[config.mk]
export PLATFORM = sky130hd
export DESIGN_NAME = quintic_joint_trajectory_unit
export DESIGN_NICKNAME = d
export VERILOG_FILES = /design/src/design/qjt_pkg.sv /design/src/design/qjt_div.sv /design/src/design/qjt_mul.sv /design/src/design/quintic_joint_trajectory_unit.sv
export SDC_FILE = /design/constraint.sdc
export NUM_CORES = 2
export LEC_CHECK = 0
export BUFFER_PORTS_ARGS = -buffer_cell sky130_fd_sc_hd__clkbuf_2
export CORE_ASPECT_RATIO = 0.8
export CORE_MARGIN = 1
export CORE_UTILIZATION = 48
export CTS_BUF_LIST = sky130_fd_sc_hd__clkbuf_8
export DETAILED_ROUTE_END_ITERATION = 6
export PLACE_DENSITY = 0.67
export SYNTH_ARGS = -nofsm -noshare
export SYNTH_HDL_FRONTEND = slang
export SYNTH_SLANG_ARGS = --single-unit
[constraint.sdc]
create_clock -name clock -period 13.9 [get_ports clock]
set_clock_uncertainty 0.1 [all_clocks]
set_input_delay 4.17 -clock clock [delete_from_list [all_inputs] [get_ports clock]]
set_output_delay 4.17 -clock clock [all_outputs]
set_load 0.005 [all_outputs]
[src/design/qjt_pkg.sv]
`default_nettype none

package qjt_pkg;

   // Fixed-point format and field widths.
   localparam int FRAC_BITS = 16;
   localparam int POS_W     = 32;
   localparam int TIME_W    = 32;
   localparam int STEP_W    = 16;
   localparam int GEAR_W    = 24;
   localparam int FUNC_W    = 2;
   localparam int CSR_IDX_W = 3;
   localparam int CSR_DAT_W = 32;

   // Request and response packing.
   localparam int REQ_DATA_W = POS_W + TIME_W;
   localparam int RSP_DATA_W = 2 * POS_W;
   localparam int RSP_USER_W = 2;

   // Curve polynomial 10 - 15*tau + 6*tau^2, scaled by 2^FRAC_BITS.
   localparam int POLY_TEN     = 10;
   localparam int POLY_FIFTEEN = 15;
   localparam int POLY_SIX     = 6;
   localparam int POLY_W       = FRAC_BITS + 4;
   localparam int POLY_CALC_W  = FRAC_BITS + 6;

   // Shared multiplier: unsigned magnitude times unsigned factor.
   localparam int MUL_A_W   = POS_W + 1;
   localparam int MUL_B_W   = (GEAR_W > POLY_W) ? GEAR_W : POLY_W;
   localparam int MUL_P_W   = MUL_A_W + MUL_B_W;
   localparam int ANG_MAG_W = MUL_P_W - FRAC_BITS;

   // Divider step counter.
   localparam int DIV_CNT_W = $clog2(FRAC_BITS + 1);

   // Reset values of the control registers.
   localparam logic [STEP_W-1:0] TIME_STEP_RESET = STEP_W'(66);
   localparam logic [GEAR_W-1:0] GEAR_RESET      = GEAR_W'(1 << FRAC_BITS);
   localparam logic [POS_W-1:0]  POS_MIN         = {1'b1, {(POS_W-1){1'b0}}};
   localparam logic [POS_W-1:0]  POS_MAX         = {1'b0, {(POS_W-1){1'b1}}};

   typedef enum logic [FUNC_W-1:0] {
      FUNC_TICK  = 2'd0,
      FUNC_MOVE  = 2'd1,
      FUNC_FORCE = 2'd2,
      FUNC_NONE  = 2'd3
   } func_type;

   typedef enum logic [CSR_IDX_W-1:0] {
      CSR_TIME_STEP   = 3'd0,
      CSR_LOWER_LIMIT = 3'd1,
      CSR_UPPER_LIMIT = 3'd2,
      CSR_ZERO_OFFSET = 3'd3,
      CSR_REVERSE     = 3'd4,
      CSR_GEAR_RATIO  = 3'd5
   } csr_index_type;

   typedef enum logic [3:0] {
      ST_IDLE,
      ST_DECODE,
      ST_DIVIDE,
      ST_TAU2,
      ST_TAU3,
      ST_SCALE,
      ST_POS,
      ST_POS_DONE,
      ST_MOTOR,
      ST_MOTOR_DONE,
      ST_FINISH
   } state_type;

   // Start command and operands for the tau divider.
   typedef struct packed {
      logic              start;
      logic [TIME_W-1:0] dividend;
      logic [TIME_W-1:0] divisor;
   } div_req_type;

endpackage

`default_nettype wire

[src/design/qjt_div.sv]
`default_nettype none

// Restoring divider producing tau = (t << FRAC_BITS) / T for t < T, one quotient bit a cycle.
module qjt_div (
   input  wire logic                         clock,
   input  wire logic                         reset,
   input  wire qjt_pkg::div_req_type         div_req,
   output logic                              div_done,
   output logic [qjt_pkg::FRAC_BITS-1:0]     div_quot
);
   import qjt_pkg::*;

   logic                 busy_ff, busy_in;
   logic                 done_ff, done_in;
   logic [DIV_CNT_W-1:0] cnt_ff, cnt_in;
   logic [TIME_W-1:0]    rem_ff, rem_in;
   logic [TIME_W-1:0]    divisor_ff, divisor_in;
   logic [FRAC_BITS-1:0] quot_ff, quot_in;

   logic [TIME_W:0]      shifted;
   logic [TIME_W:0]      diff;
   logic                 fits;

   // One restoring step: the remainder stays below the divisor throughout.
   always_comb begin
      shifted = {rem_ff, 1'b0};
      diff    = shifted - {1'b0, divisor_ff};
      fits    = shifted >= {1'b0, divisor_ff};
   end

   always_comb begin
      busy_in    = busy_ff;
      done_in    = 1'b0;
      cnt_in     = cnt_ff;
      rem_in     = rem_ff;
      divisor_in = divisor_ff;
      quot_in    = quot_ff;
      if (div_req.start) begin
         busy_in    = 1'b1;
         cnt_in     = DIV_CNT_W'(FRAC_BITS);
         rem_in     = div_req.dividend;
         divisor_in = div_req.divisor;
      end else if (busy_ff) begin
         rem_in  = fits ? diff[TIME_W-1:0] : shifted[TIME_W-1:0];
         quot_in = {quot_ff[FRAC_BITS-2:0], fits};
         cnt_in  = cnt_ff - DIV_CNT_W'(1);
         if (cnt_ff == DIV_CNT_W'(1)) begin
            busy_in = 1'b0;
            done_in = 1'b1;
         end
      end
   end

   always_ff @(posedge clock) begin
      if (reset) begin
         busy_ff <= 1'b0;
         done_ff <= 1'b0;
         cnt_ff  <= '0;
      end else begin
         busy_ff <= busy_in;
         done_ff <= done_in;
         cnt_ff  <= cnt_in;
      end
      rem_ff     <= rem_in;
      divisor_ff <= divisor_in;
      quot_ff    <= quot_in;
   end

   assign div_done = done_ff;
   assign div_quot = quot_ff;

endmodule

`default_nettype wire

[src/design/qjt_mul.sv]
`default_nettype none

// Shared unsigned multiplier with a registered product.
module qjt_mul (
   input  wire logic                         clock,
   input  wire logic [qjt_pkg::MUL_A_W-1:0]  mul_a,
   input  wire logic [qjt_pkg::MUL_B_W-1:0]  mul_b,
   output logic [qjt_pkg::MUL_P_W-1:0]       mul_p
);
   import qjt_pkg::*;

   logic [MUL_P_W-1:0] prod_ff, prod_in;

   always_comb begin
      prod_in = MUL_P_W'(mul_a) * MUL_P_W'(mul_b);
   end

   always_ff @(posedge clock) begin
      prod_ff <= prod_in;
   end

   assign mul_p = prod_ff;

endmodule

`default_nettype wire

[src/design/quintic_joint_trajectory_unit.sv]
`default_nettype none

// Channel   Direction  Handshake            Payload
// req_      in         req_tvalid/tready    tdata: target, duration; tuser: func
// rsp_      out        rsp_tvalid/tready    tdata: setpoint, motor_angle;
//                                           tuser: motor_valid, moving
// csr_      in         csr_valid/ready      csr_index, csr_data (always ready)
//
// One request is worked at a time; req_tready is high only while the sequencer idles.
// A tick during a move runs, from one acceptance to the next: decode, the restoring tau
// divider, seven steps for five shared multiplier passes, finish, idle. A tick that ends
// a move or finds none runs decode, the motor steps, finish and idle; any other request decode, finish, idle.
// The response register lets a request be taken while the previous response waits;
// a stalled response holds the sequencer in its final step. Reset is synchronous.
module quintic_joint_trajectory_unit (
   input  wire logic                            clock,
   input  wire logic                            reset,
   // Request channel.
   input  wire logic                            req_tvalid,
   output logic                                 req_tready,
   input  wire logic [qjt_pkg::REQ_DATA_W-1:0]  req_tdata,   // target, duration
   input  wire logic [qjt_pkg::FUNC_W-1:0]      req_tuser,   // func
   // Response channel.
   output logic                                 rsp_tvalid,
   input  wire logic                            rsp_tready,
   output logic [qjt_pkg::RSP_DATA_W-1:0]       rsp_tdata,   // setpoint, motor_angle
   output logic [qjt_pkg::RSP_USER_W-1:0]       rsp_tuser,   // motor_valid, moving
   // Register write channel.
   input  wire logic                            csr_valid,
   output logic                                 csr_ready,
   input  wire logic [qjt_pkg::CSR_IDX_W-1:0]   csr_index,
   input  wire logic [qjt_pkg::CSR_DAT_W-1:0]   csr_data
);
   import qjt_pkg::*;

   // Control registers.
   logic [STEP_W-1:0] time_step_ff, time_step_in;
   logic [POS_W-1:0]  lower_limit_ff, lower_limit_in;
   logic [POS_W-1:0]  upper_limit_ff, upper_limit_in;
   logic [POS_W-1:0]  zero_offset_ff, zero_offset_in;
   logic              reverse_ff, reverse_in;
   logic [GEAR_W-1:0] gear_ff, gear_in;

   // Trajectory state.
   logic [POS_W-1:0]  start_ff, start_in;
   logic [POS_W-1:0]  end_ff, end_in;
   logic [TIME_W-1:0] move_time_ff, move_time_in;
   logic [TIME_W-1:0] elapsed_ff, elapsed_in;
   logic              planning_ff, planning_in;
   logic [POS_W-1:0]  setpoint_ff, setpoint_in;

   // Sequencer and working registers.
   state_type            state_ff, state_in;
   func_type             func_ff, func_in;
   logic [POS_W-1:0]     target_ff, target_in;
   logic [TIME_W-1:0]    duration_ff, duration_in;
   logic [FRAC_BITS-1:0] tau_ff, tau_in;
   logic [FRAC_BITS-1:0] tau2_ff, tau2_in;
   logic                 sign_ff, sign_in;
   logic [POS_W-1:0]     angle_ff, angle_in;
   logic                 motor_valid_ff, motor_valid_in;

   // Response register.
   logic             rsp_valid_ff, rsp_valid_in;
   logic [POS_W-1:0] rsp_setpoint_ff, rsp_setpoint_in;
   logic [POS_W-1:0] rsp_angle_ff, rsp_angle_in;
   logic             rsp_motor_valid_ff, rsp_motor_valid_in;
   logic             rsp_moving_ff, rsp_moving_in;

   // Shared units.
   div_req_type          div_req;
   logic                 div_done;
   logic [FRAC_BITS-1:0] div_quot;
   logic [MUL_A_W-1:0]   mul_a;
   logic [MUL_B_W-1:0]   mul_b;
   logic [MUL_P_W-1:0]   mul_p;

   // Intermediate values.
   logic                   req_fire;
   logic                   rsp_free;
   logic [TIME_W:0]        t_sum;
   logic                   t_done;
   logic                   target_ok;
   logic                   setpoint_ok;
   logic                   move_ok;
   logic                   div_go;
   logic [POLY_CALC_W-1:0] poly_raw;
   logic [POLY_W-1:0]      poly;
   logic [POS_W:0]         pos_diff;
   logic [POS_W:0]         pos_mag;
   logic [POS_W:0]         pos_step;
   logic [POS_W:0]         pos_delta;
   logic [POS_W:0]         mot_diff;
   logic [POS_W:0]         mot_mag;
   logic [ANG_MAG_W-1:0]   ang_mag;
   logic [POS_W-1:0]       ang_sat;

   qjt_div u_div (
      .clock    (clock),
      .reset    (reset),
      .div_req  (div_req),
      .div_done (div_done),
      .div_quot (div_quot)
   );

   qjt_mul u_mul (
      .clock (clock),
      .mul_a (mul_a),
      .mul_b (mul_b),
      .mul_p (mul_p)
   );

   // Handshake qualifiers and shared decode terms.
   always_comb begin
      req_fire    = req_tvalid && req_tready;
      rsp_free    = !rsp_valid_ff || rsp_tready;
      t_sum       = {1'b0, elapsed_ff} + (TIME_W+1)'(time_step_ff);
      t_done      = t_sum >= {1'b0, move_time_ff};
      target_ok   = ($signed(target_ff) >= $signed(lower_limit_ff)) &&
                    ($signed(target_ff) <= $signed(upper_limit_ff));
      setpoint_ok = ($signed(setpoint_ff) >= $signed(lower_limit_ff)) &&
                    ($signed(setpoint_ff) <= $signed(upper_limit_ff));
      move_ok     = !planning_ff && target_ok && (duration_ff != '0);
      div_go      = (state_ff == ST_DECODE) && (func_ff == FUNC_TICK) &&
                    planning_ff && !t_done;
   end

   // Curve and motor arithmetic around the shared multiplier.
   always_comb begin
      poly_raw  = (POLY_CALC_W'(POLY_TEN) << FRAC_BITS)
                - POLY_CALC_W'(POLY_FIFTEEN) * POLY_CALC_W'(tau_ff)
                + POLY_CALC_W'(POLY_SIX) * POLY_CALC_W'(tau2_ff);
      poly      = poly_raw[POLY_CALC_W-1] ? '0 : poly_raw[POLY_W-1:0];
      pos_diff  = {end_ff[POS_W-1], end_ff} - {start_ff[POS_W-1], start_ff};
      pos_mag   = pos_diff[POS_W] ? -pos_diff : pos_diff;
      pos_step  = mul_p[FRAC_BITS +: (POS_W+1)];
      pos_delta = sign_ff ? -pos_step : pos_step;
      mot_diff  = {setpoint_ff[POS_W-1], setpoint_ff}
                - {zero_offset_ff[POS_W-1], zero_offset_ff};
      mot_mag   = mot_diff[POS_W] ? -mot_diff : mot_diff;
      ang_mag   = mul_p[MUL_P_W-1:FRAC_BITS];
      // Saturate the signed motor angle to the 32-bit range.
      if (sign_ff) begin
         ang_sat = (ang_mag > ANG_MAG_W'(POS_MIN)) ? POS_MIN : -ang_mag[POS_W-1:0];
      end else begin
         ang_sat = (ang_mag > ANG_MAG_W'(POS_MAX)) ? POS_MAX : ang_mag[POS_W-1:0];
      end
   end

   // Next state of the sequencer.
   always_comb begin
      state_in = state_ff;
      case (state_ff)
         ST_IDLE: begin
            if (req_fire) state_in = ST_DECODE;
         end
         ST_DECODE: begin
            if (div_go) begin
               state_in = ST_DIVIDE;
            end else if (func_ff == FUNC_TICK) begin
               state_in = ST_MOTOR;
            end else begin
               state_in = ST_FINISH;
            end
         end
         ST_DIVIDE: begin
            if (div_done) state_in = ST_TAU2;
         end
         ST_TAU2:       state_in = ST_TAU3;
         ST_TAU3:       state_in = ST_SCALE;
         ST_SCALE:      state_in = ST_POS;
         ST_POS:        state_in = ST_POS_DONE;
         ST_POS_DONE:   state_in = ST_MOTOR;
         ST_MOTOR:      state_in = ST_MOTOR_DONE;
         ST_MOTOR_DONE: state_in = ST_FINISH;
         ST_FINISH: begin
            if (rsp_free) state_in = ST_IDLE;
         end
         default:       state_in = ST_IDLE;
      endcase
   end

   // Sequencer outputs: ready, divider start and multiplier operands.
   always_comb begin
      req_tready       = 1'b0;
      div_req.start    = div_go;
      div_req.dividend = t_sum[TIME_W-1:0];
      div_req.divisor  = move_time_ff;
      mul_a            = '0;
      mul_b            = '0;
      case (state_ff)
         ST_IDLE:  req_tready = 1'b1;
         ST_TAU2: begin
            mul_a = MUL_A_W'(tau_ff);
            mul_b = MUL_B_W'(tau_ff);
         end
         ST_TAU3: begin
            mul_a = MUL_A_W'(tau_ff);
            mul_b = MUL_B_W'(mul_p[FRAC_BITS +: FRAC_BITS]);
         end
         ST_SCALE: begin
            mul_a = MUL_A_W'(mul_p[FRAC_BITS +: FRAC_BITS]);
            mul_b = MUL_B_W'(poly);
         end
         ST_POS: begin
            mul_a = pos_mag;
            mul_b = MUL_B_W'(mul_p[FRAC_BITS +: POLY_W]);
         end
         ST_MOTOR: begin
            mul_a = mot_mag;
            mul_b = MUL_B_W'(gear_ff);
         end
         default: begin
            mul_a = '0;
            mul_b = '0;
         end
      endcase
   end

   // Register writes from the control channel.
   always_comb begin
      csr_ready      = 1'b1;
      time_step_in   = time_step_ff;
      lower_limit_in = lower_limit_ff;
      upper_limit_in = upper_limit_ff;
      zero_offset_in = zero_offset_ff;
      reverse_in     = reverse_ff;
      gear_in        = gear_ff;
      if (csr_valid) begin
         case (csr_index_type'(csr_index))
            CSR_TIME_STEP:   time_step_in   = csr_data[STEP_W-1:0];
            CSR_LOWER_LIMIT: lower_limit_in = csr_data[POS_W-1:0];
            CSR_UPPER_LIMIT: upper_limit_in = csr_data[POS_W-1:0];
            CSR_ZERO_OFFSET: zero_offset_in = csr_data[POS_W-1:0];
            CSR_REVERSE:     reverse_in     = csr_data[0];
            CSR_GEAR_RATIO:  gear_in        = csr_data[GEAR_W-1:0];
            default:         time_step_in   = time_step_ff;
         endcase
      end
   end

   // Trajectory state and working registers.
   always_comb begin
      start_in       = start_ff;
      end_in         = end_ff;
      move_time_in   = move_time_ff;
      elapsed_in     = elapsed_ff;
      planning_in    = planning_ff;
      setpoint_in    = setpoint_ff;
      func_in        = func_ff;
      target_in      = target_ff;
      duration_in    = duration_ff;
      tau_in         = tau_ff;
      tau2_in        = tau2_ff;
      sign_in        = sign_ff;
      angle_in       = angle_ff;
      motor_valid_in = motor_valid_ff;
      case (state_ff)
         ST_IDLE: begin
            if (req_fire) begin
               func_in     = func_type'(req_tuser);
               target_in   = req_tdata[POS_W-1:0];
               duration_in = req_tdata[POS_W +: TIME_W];
            end
         end
         ST_DECODE: begin
            angle_in       = '0;
            motor_valid_in = 1'b0;
            case (func_ff)
               FUNC_TICK: begin
                  if (planning_ff) begin
                     if (t_done) begin
                        elapsed_in  = move_time_ff;
                        planning_in = 1'b0;
                        setpoint_in = end_ff;
                     end else begin
                        elapsed_in = t_sum[TIME_W-1:0];
                     end
                  end
               end
               FUNC_MOVE: begin
                  if (move_ok) begin
                     start_in     = setpoint_ff;
                     end_in       = target_ff;
                     move_time_in = duration_ff;
                     elapsed_in   = '0;
                     planning_in  = 1'b1;
                  end
               end
               FUNC_FORCE: begin
                  start_in    = target_ff;
                  end_in      = target_ff;
                  setpoint_in = target_ff;
                  planning_in = 1'b0;
               end
               default: begin
                  planning_in = planning_ff;
               end
            endcase
         end
         ST_DIVIDE: begin
            if (div_done) tau_in = div_quot;
         end
         ST_TAU3:       tau2_in = mul_p[FRAC_BITS +: FRAC_BITS];
         ST_POS:        sign_in = pos_diff[POS_W];
         ST_POS_DONE:   setpoint_in = start_ff + pos_delta[POS_W-1:0];
         ST_MOTOR:      sign_in = mot_diff[POS_W] ^ reverse_ff;
         ST_MOTOR_DONE: begin
            angle_in       = setpoint_ok ? ang_sat : '0;
            motor_valid_in = setpoint_ok;
         end
         default: begin
            sign_in = sign_ff;
         end
      endcase
   end

   // Response register: loaded at the end of each request, cleared when taken.
   always_comb begin
      rsp_valid_in       = rsp_valid_ff && !rsp_tready;
      rsp_setpoint_in    = rsp_setpoint_ff;
      rsp_angle_in       = rsp_angle_ff;
      rsp_motor_valid_in = rsp_motor_valid_ff;
      rsp_moving_in      = rsp_moving_ff;
      if ((state_ff == ST_FINISH) && rsp_free) begin
         rsp_valid_in       = 1'b1;
         rsp_setpoint_in    = setpoint_ff;
         rsp_angle_in       = angle_ff;
         rsp_motor_valid_in = motor_valid_ff;
         rsp_moving_in      = planning_ff;
      end
   end

   always_ff @(posedge clock) begin
      if (reset) begin
         time_step_ff   <= TIME_STEP_RESET;
         lower_limit_ff <= POS_MIN;
         upper_limit_ff <= POS_MAX;
         zero_offset_ff <= '0;
         reverse_ff     <= 1'b0;
         gear_ff        <= GEAR_RESET;
         start_ff       <= '0;
         end_ff         <= '0;
         move_time_ff   <= '0;
         elapsed_ff     <= '0;
         planning_ff    <= 1'b0;
         setpoint_ff    <= '0;
         state_ff       <= ST_IDLE;
         rsp_valid_ff   <= 1'b0;
      end else begin
         time_step_ff   <= time_step_in;
         lower_limit_ff <= lower_limit_in;
         upper_limit_ff <= upper_limit_in;
         zero_offset_ff <= zero_offset_in;
         reverse_ff     <= reverse_in;
         gear_ff        <= gear_in;
         start_ff       <= start_in;
         end_ff         <= end_in;
         move_time_ff   <= move_time_in;
         elapsed_ff     <= elapsed_in;
         planning_ff    <= planning_in;
         setpoint_ff    <= setpoint_in;
         state_ff       <= state_in;
         rsp_valid_ff   <= rsp_valid_in;
      end
      func_ff            <= func_in;
      target_ff          <= target_in;
      duration_ff        <= duration_in;
      tau_ff             <= tau_in;
      tau2_ff            <= tau2_in;
      sign_ff            <= sign_in;
      angle_ff           <= angle_in;
      motor_valid_ff     <= motor_valid_in;
      rsp_setpoint_ff    <= rsp_setpoint_in;
      rsp_angle_ff       <= rsp_angle_in;
      rsp_motor_valid_ff <= rsp_motor_valid_in;
      rsp_moving_ff      <= rsp_moving_in;
   end

   assign rsp_tvalid = rsp_valid_ff;
   assign rsp_tdata  = {rsp_angle_ff, rsp_setpoint_ff};
   assign rsp_tuser  = {rsp_moving_ff, rsp_motor_valid_ff};

   // A move in progress always has a nonzero duration and time left to run.
   a_move_time_set: assert property (@(posedge clock) disable iff (reset)
      planning_ff |-> (move_time_ff != '0))
      else $error("move in progress with zero duration");

   a_elapsed_below: assert property (@(posedge clock) disable iff (reset)
      planning_ff |-> (elapsed_ff < move_time_ff))
      else $error("elapsed time reached duration during a move");

   // The divider only reports back while the sequencer waits for it.
   a_div_done_state: assert property (@(posedge clock) disable iff (reset)
      div_done |-> (state_ff == ST_DIVIDE))
      else $error("divider finished outside the divide step");

   // A motor angle is only reported for a tick.
   a_motor_only_tick: assert property (@(posedge clock) disable iff (reset)
      ((state_ff == ST_FINISH) && motor_valid_ff) |-> (func_ff == FUNC_TICK))
      else $error("motor angle marked valid for a non-tick request");

endmodule

`default_nettype wire

==> out/metrics.yaml <==
synth-simple-area-share_pct: 15.5
seqPwrFrac_pct: 20.7
clk_latency_ns: 0.85
violations: "design-rule violations"
hold_path.class: "flop to flop"
die_area_um2: 140000
synth_cell_types: 110
ys_warn_count: 0
synthXorXnorAreaFrac_pct: 4.08
hold_buffers: 0
clkTransAtPathRegs_ns: 0.07
htreeDepth: 3
yosysSeqAreaShare_pct: 23.0
power_mw: 11.6
hold_violations: 0
die_h_um: 335
synth_cells: 7669
clockRootBuffer: "clkbuf_8"
hpwl_mm: 180
synthAdderAreaFrac_pct: 32.1
initial_utilization_pct: 48.7
p_comb_share_pct: 64.3
synth-edff-count: 278
vias_per_cell: 5.86
drt-total-wl_mm: 226
pwr-share-clk_pct: 15.0
cts_buffers: 97
cts_tree: "yes"
drcViolationCount: 16
routed-via-count: 56900
synth_most_common_cell: "inv_1"
io_pins: 175
grt_max_degree: 100
critPathSlowestCell: "fa_1"
fin_crit_ns: 13.42
worst_setup_path_start_kind: "flop"
syn_area_per_cell_um2: 8.70
routedWlPerCell_um: 23.3
maxCapViolCount: 0
path_class: "flop to flop"
crit_family: "adder cells"
synth_mux_area_share_pct: 2.16
synth-seq-cells: 629
ys_top_cells_by_area: "fa_1, edfxtp_1, ha_1"
first_global_vias: 55000
vdd_drop_max_mv: 0.275
synth_top_family_by_area: "adder cells"
cts_max_path_buffers: 3
p_sw_mw: 6.20
synth_top_cell_area_share_pct: 21.4
worstMarginPinSlew_ns: 1.20
slowest_delay_ns: 0.62
ys.flop_type: "dfxtp_1"
report.final.slew_viol_count: 0
max-slew-margin-rel_pct: 20.3
synth_common_cells: "inv_1, nand2_1, fa_1, nor2_1, ha_1"
status: "complete, but fails checks"
die_w_um: 419
grt_first_pass_wirelength_mm: 341
powerDensity_nw_per_um2: 160
p_leak_nw: 32.5
synthArstFlopShare_pct: 0
synth_top_cell_by_area: "fa_1"
gp_congestion: 1.01
coreArea_um2: 137000
fin_area_um2: 72500
cts_sinks: 629
drive_gt1_share_pct: 8.13
placed_cell_area_um2: 70100
end_kind: "flop"
port_buffers: 173
crit_top_cell: "fa_1"
row_count: 121
finalCritPeriodShare_pct: 96.6
nets: 9155
area_growth_pct: 8.65
required_ns: 14.56
synth_compound_area_share_pct: 14.4
timing.critical_path.arrival_ns: 14.09
mappedNetlistArea_um2: 66700
drtIter0Drc: 6003
grt.total_usage_pct: 32.1
crit_buf_inv: 11
grt_overflow: 0
setup_viol: 0
max_freq_mhz: 74.5
drt_first_pass_iters: 7
p_int_mw: 5.38
swShare_pct: 53.5
crit_fanout: 12
antenna_found_initial: 12
syn_nets: 9059
postRouteAntennaNets: 0
per-layer routing:
metal / up-vias / share of wire, % / track usage [%]
li1: 25600 / - / -
met1: 27900 / 44 / 46.3
met2: 2860 / 41 / 46.6
met3: 451 / 11 / 8.37
met4: 12 / 3.5 / 10.5
met5: - / 0.093 / 0.761
cell type report:
type                            instances  area [um2]
Clock buffer                          113        1560
Inverter                             1149        4310
Antenna cell                           10        25.0
Tap cell                             1845        2310
Timing Repair Buffer                  356        2330
Multi-Input combinational cell       5532       46000
Fill cell                           12700       64500
Sequential cell                       629       15400
Clock inverter                         70         567
timing repair:
item	in CTS	in global routing
resized for setup	0	21
buffers inserted	0	12
setup endpoints to repair	0	23
worst paths after layout:
path	startpoint	to	slack, ns	depth (start not counted)
worst max-delay path	tau_ff[1]	u_mul.mul_p[55]	0.48	52
worst min register to register	angle_ff[22]	rsp_angle_ff[22]	0.32	0
worst min-delay path	angle_ff[22]	rsp_angle_ff[22]	0.32	0
worst max register to register	tau_ff[1]	u_mul.mul_p[55]	0.48	52
stage by stage:
stage	setup WS, ns	hold slack (ns)	cells	TNS, ns	utilization (%)
floorplan	1.13	0.300	7669	0	-
global placement	0.504	0.303	9499	0	51.2
detailed placement	0.272	0.305	9499	0	51.2
CTS	0.188	0.321	9682	0	52.7
global route	-0.00235	0.320	9696	-0.00235	52.9
finish	0.475	0.318	9704	0	52.9
flip-flops by register name, indices dropped and copies added, names as in the netlist, 24 cells and up:
register / count
move_time_ff: 32
duration_ff: 32
upper_limit_ff: 32
target_ff: 32
gear_ff: 24
start_ff: 32
u_div.divisor_ff: 32
setpoint_ff: 32
zero_offset_ff: 32
rsp_angle_ff: 32
rsp_setpoint_ff: 32
angle_ff: 32
end_ff: 32
u_div.rem_ff: 32
lower_limit_ff: 32
elapsed_ff: 32
u_mul.mul_p: 41
logic make-up (layout without fill, tap and decap cells):
logic type	Yosys count	count (layout)
buf+inv	1508	1688
flops	629	629
other cells	1	11
mux	143	143
simple gates	2304	2304
compound gates	1492	1492
xor+xnor	308	308
fa+ha+maj	1284	1284
layout by cell type, fill, tap and decap left out, types with 207 or more instances in the layout:
master | synthesis | routed
a21oi_1 | 500 | 497
dfxtp_1 | 351 | 351
edfxtp_1 | 278 | 278
fa_1 | 714 | 714
ha_1 | 570 | 569
inv_1 | 1148 | 1178
nand2_1 | 995 | 994
nor2_1 | 633 | 627
o21ai_0 | 242 | 228
xnor2_1 | 212 | 207
power groups by stage:
| stage | clock network, mW | registers, mW | logic (mW) |
|---|---|---|---|
| final | 1.73 | 2.40 | 7.45 |
| after global routing | 1.83 | 2.41 | 7.83 |
| after CTS | 1.75 | 2.40 | 7.13 |
| after detailed placement | 0 | 2.43 | 7.10 |
| after global placement | 0 | 2.43 | 7.01 |
| after floorplan | 0 | 2.30 | 4.55 |
Note: power is estimated with default switching activity, not from simulation.
